**src/hw/rtl/tesu_pkg.sv**
```systemverilog
// Shared types and constants for the trap entry state update core.
// Holds the transaction structs, configuration indexes and trap encodings.
// No dependencies.
`default_nettype none

package tesu_pkg;

  // Default sizing of the trap and window hierarchy
  localparam int MaxTrapLevelDef       = 6;
  localparam int MaxPrivTrapLevelDef   = 2;
  localparam int MaxGlobalLevelDef     = 3;
  localparam int MaxPrivGlobalLevelDef = 2;
  localparam int NumWindowsDef         = 8;

  // Configuration register indexes
  localparam int CFG_IDX_W = 2;
  localparam logic [CFG_IDX_W-1:0] CFG_TRAP_BASE       = 2'd0;
  localparam logic [CFG_IDX_W-1:0] CFG_HYPER_TRAP_BASE = 2'd1;

  // Target privilege levels
  localparam logic [1:0] LVL_PRIV  = 2'd1;
  localparam logic [1:0] LVL_HYPER = 2'd2;

  // Trap types with special handling
  localparam logic [8:0] TT_WATCHDOG     = 9'h002;
  localparam logic [8:0] TT_CLEAN_WINDOW = 9'h024;
  localparam logic [8:0] TT_SPILL_LO     = 9'h080;
  localparam logic [8:0] TT_SPILL_HI     = 9'h0bf;
  localparam logic [8:0] TT_FILL_LO      = 9'h0c0;
  localparam logic [8:0] TT_FILL_HI      = 9'h0ff;
  localparam logic [8:0] TT_HYPER_SPLIT  = 9'd384;

  // RED state handler address
  localparam logic [63:0] RED_VECTOR = 64'h0000_00ff_f000_00a0;

  // pstate bit positions
  localparam int PS_IE   = 1;
  localparam int PS_PRIV = 2;
  localparam int PS_AM   = 3;
  localparam int PS_PEF  = 4;
  localparam int PS_TLE  = 8;
  localparam int PS_CLE  = 9;

  // hpstate bit positions
  localparam int HPS_TLZ   = 0;
  localparam int HPS_HPRIV = 2;
  localparam int HPS_RED   = 5;
  localparam int HPS_IBE   = 10;

  typedef struct packed {
    logic [8:0]  trap_type;
    logic [1:0]  target_level;
    logic [2:0]  trap_level;
    logic [2:0]  global_level;
    logic [12:0] proc_state;
    logic [10:0] hyper_state;
    logic [2:0]  window_ptr;
    logic [7:0]  cond_codes;
    logic [7:0]  addr_space_id;
    logic [2:0]  can_save;
    logic [63:0] cur_pc;
    logic [63:0] cur_npc;
  } in_t;

  typedef struct packed {
    logic [2:0]  new_trap_level;
    logic [2:0]  new_global_level;
    logic [12:0] new_proc_state;
    logic [10:0] new_hyper_state;
    logic [2:0]  new_window_ptr;
    logic [42:0] saved_trap_state;
    logic [63:0] saved_pc;
    logic [63:0] saved_npc;
    logic [63:0] handler_pc;
    logic [63:0] handler_npc;
    logic        trap_error;
  } out_t;

  typedef struct packed {
    logic [63:0] trap_base;
    logic [63:0] hyper_trap_base;
  } bases_t;

endpackage

`default_nettype wire

```
**src/hw/rtl/tesu_cfg_regs.sv**
```systemverilog
// Configuration register file: privileged and hyperprivileged trap bases.
// Depends on tesu_pkg for register indexes and the bases_t struct.
`default_nettype none

module tesu_cfg_regs (
  input  wire logic                           clk,
  input  wire logic                           rst,
  input  wire logic                           cfg_valid,
  output logic                                cfg_ready,
  input  wire logic [tesu_pkg::CFG_IDX_W-1:0] cfg_index,
  input  wire logic [63:0]                    cfg_data,
  output tesu_pkg::bases_t                    bases
);

  tesu_pkg::bases_t bases_q;

  // Take writes whenever out of reset
  assign cfg_ready = !rst;

  // Update the addressed register; drop writes to unknown indexes
  always_ff @(posedge clk) begin
    if (rst) begin
      bases_q <= '0;
    end else if (cfg_valid) begin
      case (cfg_index)
        tesu_pkg::CFG_TRAP_BASE: begin
          bases_q.trap_base <= cfg_data;
        end
        tesu_pkg::CFG_HYPER_TRAP_BASE: begin
          bases_q.hyper_trap_base <= cfg_data;
        end
        default: begin
          bases_q <= bases_q;
        end
      endcase
    end
  end

  assign bases = bases_q;

endmodule

`default_nettype wire

```
**src/hw/rtl/tesu_trap_logic.sv**
```systemverilog
// Combinational trap entry evaluation: path select, new state, vectors.
// Depends on tesu_pkg for in_t, out_t, bases_t and trap encodings.
`default_nettype none

module tesu_trap_logic #(
  parameter int MAX_TRAP_LEVEL        = tesu_pkg::MaxTrapLevelDef,
  parameter int MAX_PRIV_TRAP_LEVEL   = tesu_pkg::MaxPrivTrapLevelDef,
  parameter int MAX_GLOBAL_LEVEL      = tesu_pkg::MaxGlobalLevelDef,
  parameter int MAX_PRIV_GLOBAL_LEVEL = tesu_pkg::MaxPrivGlobalLevelDef,
  parameter int NUM_WINDOWS           = tesu_pkg::NumWindowsDef
) (
  input  wire tesu_pkg::in_t    item,
  input  wire tesu_pkg::bases_t bases,
  output tesu_pkg::out_t        result
);

  localparam logic [2:0] MaxTl      = 3'(MAX_TRAP_LEVEL);
  localparam logic [2:0] RedTl      = 3'(MAX_TRAP_LEVEL - 1);
  localparam logic [2:0] MaxPrivTl  = 3'(MAX_PRIV_TRAP_LEVEL);
  localparam logic [3:0] MaxGl      = 4'(MAX_GLOBAL_LEVEL);
  localparam logic [3:0] MaxPrivGl  = 4'(MAX_PRIV_GLOBAL_LEVEL);
  localparam logic [4:0] NumWin     = 5'(NUM_WINDOWS);
  // Largest window sum is cwp + cansave + 2 = 16
  localparam int         WrapSteps  = 16 / NUM_WINDOWS;

  // Reduce a small window sum modulo the window count
  function automatic logic [2:0] wrap_window(input logic [4:0] v);
    logic [4:0] r;
    r = v;
    for (int i = 0; i < WrapSteps; i++) begin
      if (r >= NumWin) r = r - NumWin;
    end
    return r[2:0];
  endfunction

  logic        red;
  logic        err;
  logic        red_path;
  logic        watchdog;
  logic        hyper;
  logic [3:0]  gl_inc;
  logic [2:0]  gl_cap_hyper;
  logic [2:0]  gl_cap_priv;
  logic [8:0]  vec_tt;
  logic [4:0]  cwp5;
  logic [2:0]  cwp_adj;
  logic [12:0] ps_base;
  logic [12:0] ps_priv;
  logic [63:0] hpc;

  // Path selection
  always_comb begin
    red      = item.hyper_state[tesu_pkg::HPS_RED];
    err      = !red && (item.trap_level >= MaxTl);
    red_path = red || (item.trap_level == RedTl);
    watchdog = (item.trap_level > MaxPrivTl) && (item.target_level == tesu_pkg::LVL_PRIV);
    hyper    = watchdog || (item.target_level == tesu_pkg::LVL_HYPER) ||
               ((item.target_level == tesu_pkg::LVL_PRIV) &&
                (item.trap_type >= tesu_pkg::TT_HYPER_SPLIT));
  end

  // Global level increment with per-path cap
  always_comb begin
    gl_inc       = {1'b0, item.global_level} + 4'd1;
    gl_cap_hyper = (gl_inc < MaxGl)     ? gl_inc[2:0] : MaxGl[2:0];
    gl_cap_priv  = (gl_inc < MaxPrivGl) ? gl_inc[2:0] : MaxPrivGl[2:0];
  end

  // Window pointer adjust for clean, spill and fill traps
  always_comb begin
    cwp5    = {2'b00, item.window_ptr};
    cwp_adj = item.window_ptr;
    if (item.trap_type == tesu_pkg::TT_CLEAN_WINDOW) begin
      cwp_adj = wrap_window(cwp5 + 5'd1);
    end else if (item.trap_type >= tesu_pkg::TT_SPILL_LO &&
                 item.trap_type <= tesu_pkg::TT_SPILL_HI) begin
      cwp_adj = wrap_window(cwp5 + {2'b00, item.can_save} + 5'd2);
    end else if (item.trap_type >= tesu_pkg::TT_FILL_LO &&
                 item.trap_type <= tesu_pkg::TT_FILL_HI) begin
      cwp_adj = wrap_window(cwp5 + NumWin - 5'd1);
    end
  end

  // pstate for the handler paths: set pef, clear ie and am; privileged path also sets priv, cle = tle
  always_comb begin
    ps_base = item.proc_state;
    ps_base[tesu_pkg::PS_PEF] = 1'b1;
    ps_base[tesu_pkg::PS_IE]  = 1'b0;
    ps_base[tesu_pkg::PS_AM]  = 1'b0;
    ps_priv = ps_base;
    ps_priv[tesu_pkg::PS_PRIV] = 1'b1;
    ps_priv[tesu_pkg::PS_CLE]  = ps_base[tesu_pkg::PS_TLE];
    vec_tt = watchdog ? tesu_pkg::TT_WATCHDOG : item.trap_type;
  end

  // Assemble the result
  always_comb begin
    result = '0;
    hpc    = '0;
    if (err) begin
      result.new_trap_level   = item.trap_level;
      result.new_global_level = item.global_level;
      result.new_proc_state   = item.proc_state;
      result.new_hyper_state  = item.hyper_state;
      result.new_window_ptr   = item.window_ptr;
      result.handler_pc       = item.cur_pc;
      result.handler_npc      = item.cur_npc;
      result.trap_error       = 1'b1;
    end else begin
      result.new_trap_level   = (item.trap_level == 3'd7) ? 3'd7 : item.trap_level + 3'd1;
      result.new_window_ptr   = cwp_adj;
      result.saved_trap_state = {item.global_level, item.cond_codes, item.addr_space_id,
                                 3'b000, item.proc_state, 5'b00000, item.window_ptr};
      if (item.proc_state[tesu_pkg::PS_AM]) begin
        result.saved_pc  = {32'd0, item.cur_pc[31:0]};
        result.saved_npc = {32'd0, item.cur_npc[31:0]};
      end else begin
        result.saved_pc  = item.cur_pc;
        result.saved_npc = item.cur_npc;
      end
      if (red_path) begin
        result.new_global_level = gl_cap_hyper;
        result.new_proc_state   = '0;
        result.new_proc_state[tesu_pkg::PS_PRIV] = 1'b1;
        result.new_proc_state[tesu_pkg::PS_PEF]  = 1'b1;
        result.new_hyper_state  = item.hyper_state;
        result.new_hyper_state[tesu_pkg::HPS_RED]   = 1'b1;
        result.new_hyper_state[tesu_pkg::HPS_HPRIV] = 1'b1;
        result.new_hyper_state[tesu_pkg::HPS_IBE]   = 1'b0;
        result.new_hyper_state[tesu_pkg::HPS_TLZ]   = 1'b0;
        hpc = tesu_pkg::RED_VECTOR;
      end else if (hyper) begin
        result.new_global_level = gl_cap_hyper;
        result.new_proc_state   = ps_base;
        result.new_proc_state[tesu_pkg::PS_CLE] = 1'b0;
        result.new_hyper_state  = item.hyper_state;
        result.new_hyper_state[tesu_pkg::HPS_IBE]   = 1'b0;
        result.new_hyper_state[tesu_pkg::HPS_RED]   = 1'b0;
        result.new_hyper_state[tesu_pkg::HPS_HPRIV] = 1'b1;
        hpc = {bases.hyper_trap_base[63:14], vec_tt, 5'b00000};
      end else begin
        result.new_global_level = gl_cap_priv;
        result.new_proc_state   = ps_priv;
        result.new_hyper_state  = item.hyper_state;
        hpc = {bases.trap_base[63:15], (item.trap_level != 3'd0), item.trap_type, 5'b00000};
      end
      result.handler_pc  = hpc;
      result.handler_npc = hpc + 64'd4;
    end
  end

endmodule

`default_nettype wire

```
**src/hw/rtl/trap_entry_state_update_core.sv**
```systemverilog
// Trap entry state update core: top level with input and result registers.
// Depends on tesu_pkg, tesu_cfg_regs and tesu_trap_logic.
//
// Usage:
//   Command channel: a transaction is taken at a clock edge where start is
//   high and busy is low. busy is high only while rst is asserted, so a new
//   trap can be issued every cycle.
//   Result channel: done pulses for one cycle with the result struct; the
//   receiver cannot stall, so every result must be taken in that cycle.
//   Path: from the accepting edge, the transaction passes the input register
//   and then the result register before done. Throughput: 1 per cycle,
//   set by the single registered pass through the trap evaluation logic.
//   Configuration: cfg_valid/cfg_ready write channel, index 0 is the
//   privileged trap base, index 1 the hyperprivileged trap base; other
//   indexes are ignored. Write only while no trap is in flight.
//   Reset (synchronous, active high) clears both trap bases and drops any
//   transaction in flight; no result is produced for it.
`default_nettype none

module trap_entry_state_update_core #(
  parameter int MAX_TRAP_LEVEL        = tesu_pkg::MaxTrapLevelDef,
  parameter int MAX_PRIV_TRAP_LEVEL   = tesu_pkg::MaxPrivTrapLevelDef,
  parameter int MAX_GLOBAL_LEVEL      = tesu_pkg::MaxGlobalLevelDef,
  parameter int MAX_PRIV_GLOBAL_LEVEL = tesu_pkg::MaxPrivGlobalLevelDef,
  parameter int NUM_WINDOWS           = tesu_pkg::NumWindowsDef
) (
  input  wire logic                           clk,
  input  wire logic                           rst,
  input  wire logic                           start,
  output logic                                busy,
  input  wire tesu_pkg::in_t                  item,
  output logic                                done,
  output tesu_pkg::out_t                      result,
  input  wire logic                           cfg_valid,
  output logic                                cfg_ready,
  input  wire logic [tesu_pkg::CFG_IDX_W-1:0] cfg_index,
  input  wire logic [63:0]                    cfg_data
);

  tesu_pkg::bases_t bases;
  tesu_pkg::in_t    item_q;
  logic             item_valid;
  tesu_pkg::out_t   eval;
  tesu_pkg::out_t   result_q;
  logic             done_q;

  assign busy = rst;

  tesu_cfg_regs u_cfg (
    .clk       (clk),
    .rst       (rst),
    .cfg_valid (cfg_valid),
    .cfg_ready (cfg_ready),
    .cfg_index (cfg_index),
    .cfg_data  (cfg_data),
    .bases     (bases)
  );

  // Capture the incoming transaction
  always_ff @(posedge clk) begin
    if (rst) begin
      item_valid <= 1'b0;
    end else begin
      item_valid <= start && !busy;
    end
  end

  always_ff @(posedge clk) begin
    if (start && !busy) begin
      item_q <= item;
    end
  end

  tesu_trap_logic #(
    .MAX_TRAP_LEVEL        (MAX_TRAP_LEVEL),
    .MAX_PRIV_TRAP_LEVEL   (MAX_PRIV_TRAP_LEVEL),
    .MAX_GLOBAL_LEVEL      (MAX_GLOBAL_LEVEL),
    .MAX_PRIV_GLOBAL_LEVEL (MAX_PRIV_GLOBAL_LEVEL),
    .NUM_WINDOWS           (NUM_WINDOWS)
  ) u_logic (
    .item   (item_q),
    .bases  (bases),
    .result (eval)
  );

  // Register the result and its strobe
  always_ff @(posedge clk) begin
    if (rst) begin
      done_q <= 1'b0;
    end else begin
      done_q <= item_valid;
    end
  end

  always_ff @(posedge clk) begin
    if (item_valid) begin
      result_q <= eval;
    end
  end

  assign done   = done_q;
  assign result = result_q;

endmodule

`default_nettype wire

```
**config.mk**
```make
export PLATFORM = sky130hd
export DESIGN_NAME = trap_entry_state_update_core
export DESIGN_NICKNAME = d
export VERILOG_FILES = /design/src/hw/rtl/tesu_pkg.sv /design/src/hw/rtl/tesu_cfg_regs.sv /design/src/hw/rtl/tesu_trap_logic.sv /design/src/hw/rtl/trap_entry_state_update_core.sv
export SDC_FILE = /design/constraint.sdc
export NUM_CORES = 1
export LEC_CHECK = 0
export BUFFER_PORTS_ARGS = -buffer_cell sky130_fd_sc_hd__buf_2
export CORE_AREA = 2 2 230 232
export DETAILED_ROUTE_END_ITERATION = 8
export DIE_AREA = 0 0 232 234
export PLACE_DENSITY = 0.71
export SETUP_SLACK_MARGIN = 0.5
export SYNTH_ARGS = -nofsm -noshare
export SYNTH_HDL_FRONTEND = slang
export SYNTH_SLANG_ARGS = --single-unit
```
**constraint.sdc**
```tcl
create_clock -name clk -period 12.4 [get_ports clk]
set_input_delay 2.48 -clock clk [delete_from_list [all_inputs] [get_ports clk]]
set_output_delay 2.48 -clock clk [all_outputs]
set_load 0.02 [all_outputs]
```
==> results.md <==
* Mapped Avg Cell Area at 14.4 um2
* Final Setup Violations at 0
* Post-Synth XOR/XNOR Area at 0.00155
* Max Fclk at approximately 0.19 GHz
* Area of the mapped netlist at about 23000 um2
* Register area share after synthesis at 0.773
* Primary FF master, synth: edfxtp_1
* Wirelength per Cell at between 15 and 20 um
* Antenna-violating nets left at 0
* Clk sinks at slightly above 600
* Sw Share at 0.238
* Number of global-route vias before repair at approximately 14000
* Number of max-cap violations at 0
* Seq pwr share at 0.516
* Final hold viol count at 0
* Final max-slew violation count at 0
* Power Internal at 3.61 mW
* Die Span Y at around 230 um
* Port bufs at roughly 570
* Num ports at approximately 600
* Compound-Gate Fraction of Synth Area at 0.0778
* Vias at 14619
* Syn-to-layout area delta at 24.3%
* Setup Skew at around 0.026 ns
* PD cells at roughly 170 nW/um2
* Largest net degree at the start of global routing at 100
* Final Critical Period at around 5.3 ns
* Synth Area in Simple Gates at 0.117
* CORE AREA at around 52000 um2
* Via density at around 5.1
* Worst Max-Slew Pin Slew at 1.22 ns
* # DRC at 0
* Gpl congestion at 0.835
* Setup TNS at 0 ns
* Combinational power share at 0.088
* Antenna violations before repair at 15
* RSZ-0062 raised after global routing: no
* WL final at 57.6 mm
* Fill count at 4254
* Endpoint type of the worst setup path: output port
* H-tree depth at 3
* # resized after CTS at 0
* CP Launch Type: input pin
* Worst vdd rail ir drop at 0.143 mV
* TritonCTS clock tree: yes
* Largest family of logic cells by synthesized area: simple AND/OR/NAND/NOR gates
* Share of cells above drive strength 1 at 0.322
* Post-Synthesis Cells at ~1600
* Total gr overflow at 0
* CP Max Fanout at 6
* Worst-case clock buffer depth at 3
* Critical path class: input pin to output port
* Leak at ~11 nW
* Post-CTS Setup Bufs at 0
* 1st-iter DRT viols at 1225
* P_sw at between 1 and 1.5 mW
* All-Layer GR Usage at 0.204
* Clk_lat worst skew at about 0.60 ns
* Seq cells post-synth at between 600 and 700
* Mux contribution to synthesized area at 0
* Final period util at 0.429
* Chip Width at around 230 um
* Die area at about 54000 um2
* HPWL Detailed at around 39 mm
* Root buffer cell: clkbuf_16
* Netlist cell types at 48
* CTS buffer count at between 60 and 70
* Fraction of registers with async set/reset at 0
* Worst Hold Class: register to register
* Nets at between 2000 and 2500
* Synth Area in Adders at 0.00530
* Hold buffer count at cts at 0
* Pre-antenna DRT Iters at 5
* Worst hold slack at roughly 0.42 ns
* First-pass GRT wire length at 83.8 mm
* Row count at 84
* Data required, critical path at just under 10 ns
* EDFF count, synth at approximately 520
* Starting Density at 0.435
* Clock network fraction of total power at 0.396
* Synth warn at 0
* Outcome: complete, no violations
* Worst-path clk slew at ~0.06 ns
* Crit path DAT at 2.84 ns
* Rel. slew slack at 0.185
-- cell type report --
cell class / instances / area (um2) / area share
well taps: 688 / 861 / 0.0306
repair buffers: 591 / 3000 / 0.107
clock buffers: 80 / 1750 / 0.0620
clock inverters: 38 / 327 / 0.0116
multi-input cells: 854 / 4630 / 0.165
diodes: 9 / 22.5 / 0.000800
flip-flops and latches: 617 / 17500 / 0.622
inverters: 11 / 43.8 / 0.00156
-- stage by stage --
stage	std cells	area, um2	power (mW)	utilization	worst slack, ns
3_5_place_dp	2761	26100	2.91	0.501	7.08
2_1_floorplan	1577	22700	2.75	-	0.624
3_3_place_gp	2761	26100	2.89	0.501	7.08
4_1_cts	2879	28100	4.78	0.541	7.08
6_report	2888	28200	4.74	0.541	7.08
5_1_grt	2883	28100	4.89	0.541	7.08
-- worst paths after layout --
check             slack, ns                     to  depth (start not counted)             startpoint
setup / recovery       7.08              cfg_ready                          3                    rst
hold / removal         0.42  result[309]$_DFFE_PP_                          0  item_q[156]$_DFFE_PP_
setup reg to reg       9.08  result[109]$_DFFE_PP_                          7  item_q[177]$_DFFE_PP_
hold reg to reg        0.42  result[309]$_DFFE_PP_                          0  item_q[156]$_DFFE_PP_
-- cell families after synthesis --
group / after synthesis
DFF: 617
and+or+nand+nor: 550
AOI/OAI and AO/OA: 283
buffers and inverters: 106
adders and majority gates: 9
xor gates and xnor gates: 4
other: 1
-- layer usage --
| layer | vias to the layer above | routed length, um | GRT usage |
|---|---|---|---|
| met5 | - | 92 | 0 |
| met4 | 18 | 1380 | 0.0681 |
| met3 | 109 | 5350 | 0.0609 |
| met2 | 644 | 29300 | 0.353 |
| met1 | 7148 | 21400 | 0.244 |
| li1 | 6700 | - | - |
-- worst max-delay path: stages --
cell and delay, ns:
buf_4 0.15, inv_1 0.05, buf_2 0.15
-- power groups by stage --
| stage | Clock (mW) | Combinational, mW | Sequential [mW] |
|---|---|---|---|
| 2_1_floorplan | 0 | 0.148 | 2.60 |
| 3_3_place_gp | 0 | 0.408 | 2.48 |
| 3_5_place_dp | 0 | 0.418 | 2.49 |
| 4_1_cts | 1.91 | 0.420 | 2.45 |
| 5_1_grt | 1.99 | 0.447 | 2.46 |
| 6_report | 1.88 | 0.416 | 2.45 |
-- synthesized netlist by cell type (2+ instances only) --
cell,count,area (um2)
a21oi_1,149,746
nor3_1,4,20.0
and3_1,2,12.5
o21ai_1,3,15.0
edfxtp_1,516,15500
nor2_1,16,60.1
xnor2_1,2,17.5
inv_1,10,37.5
buf_2,14,70.1
buf_4,16,120
o21ai_0,6,30.0
a21o_1,77,578
o21a_1,25,188
o221a_2,2,22.5
or2_2,2,12.5
nor3b_1,2,15.0
nand3_1,14,70.1
nand2b_1,8,50.1
a22o_1,13,114
buf_6,12,135
clkbuf_1,50,188
dfxtp_1,101,2020
xor2_1,2,17.5
nand2_1,305,1140
and2_1,183,1140
nor2b_1,5,31.3
buf_1,2,7.51
ha_1,8,100
nand3b_1,2,15.0
-- state kept, by name (all words and copies together), names as in the netlist --
name / flops
result: 325
u_cfg.bases: 99
item_valid: 1
item_q: 191
done: 1
-- layout by cell type, fill, tap and decap left out, drive strengths merged, types with 2 or more instances in the layout --
cell      instances
a21o             77
a21oi           149
a22o             13
and2            183
and3              2
buf             591
bufinv            3
clkbuf           80
clkinv           26
clkinvlp          6
conb              8
dfxtp           101
diode             9
edfxtp          516
ha                8
inv              14
nand2           305
nand2b            8
nand3            14
nand3b            2
nor2             17
nor2b             5
nor3              4
nor3b             2
o21a             25
o21ai             9
o221a             2
or2               2
or3b              2
xnor2             2
xor2              2
No activity file was read; power rests on OpenSTA's default activity.
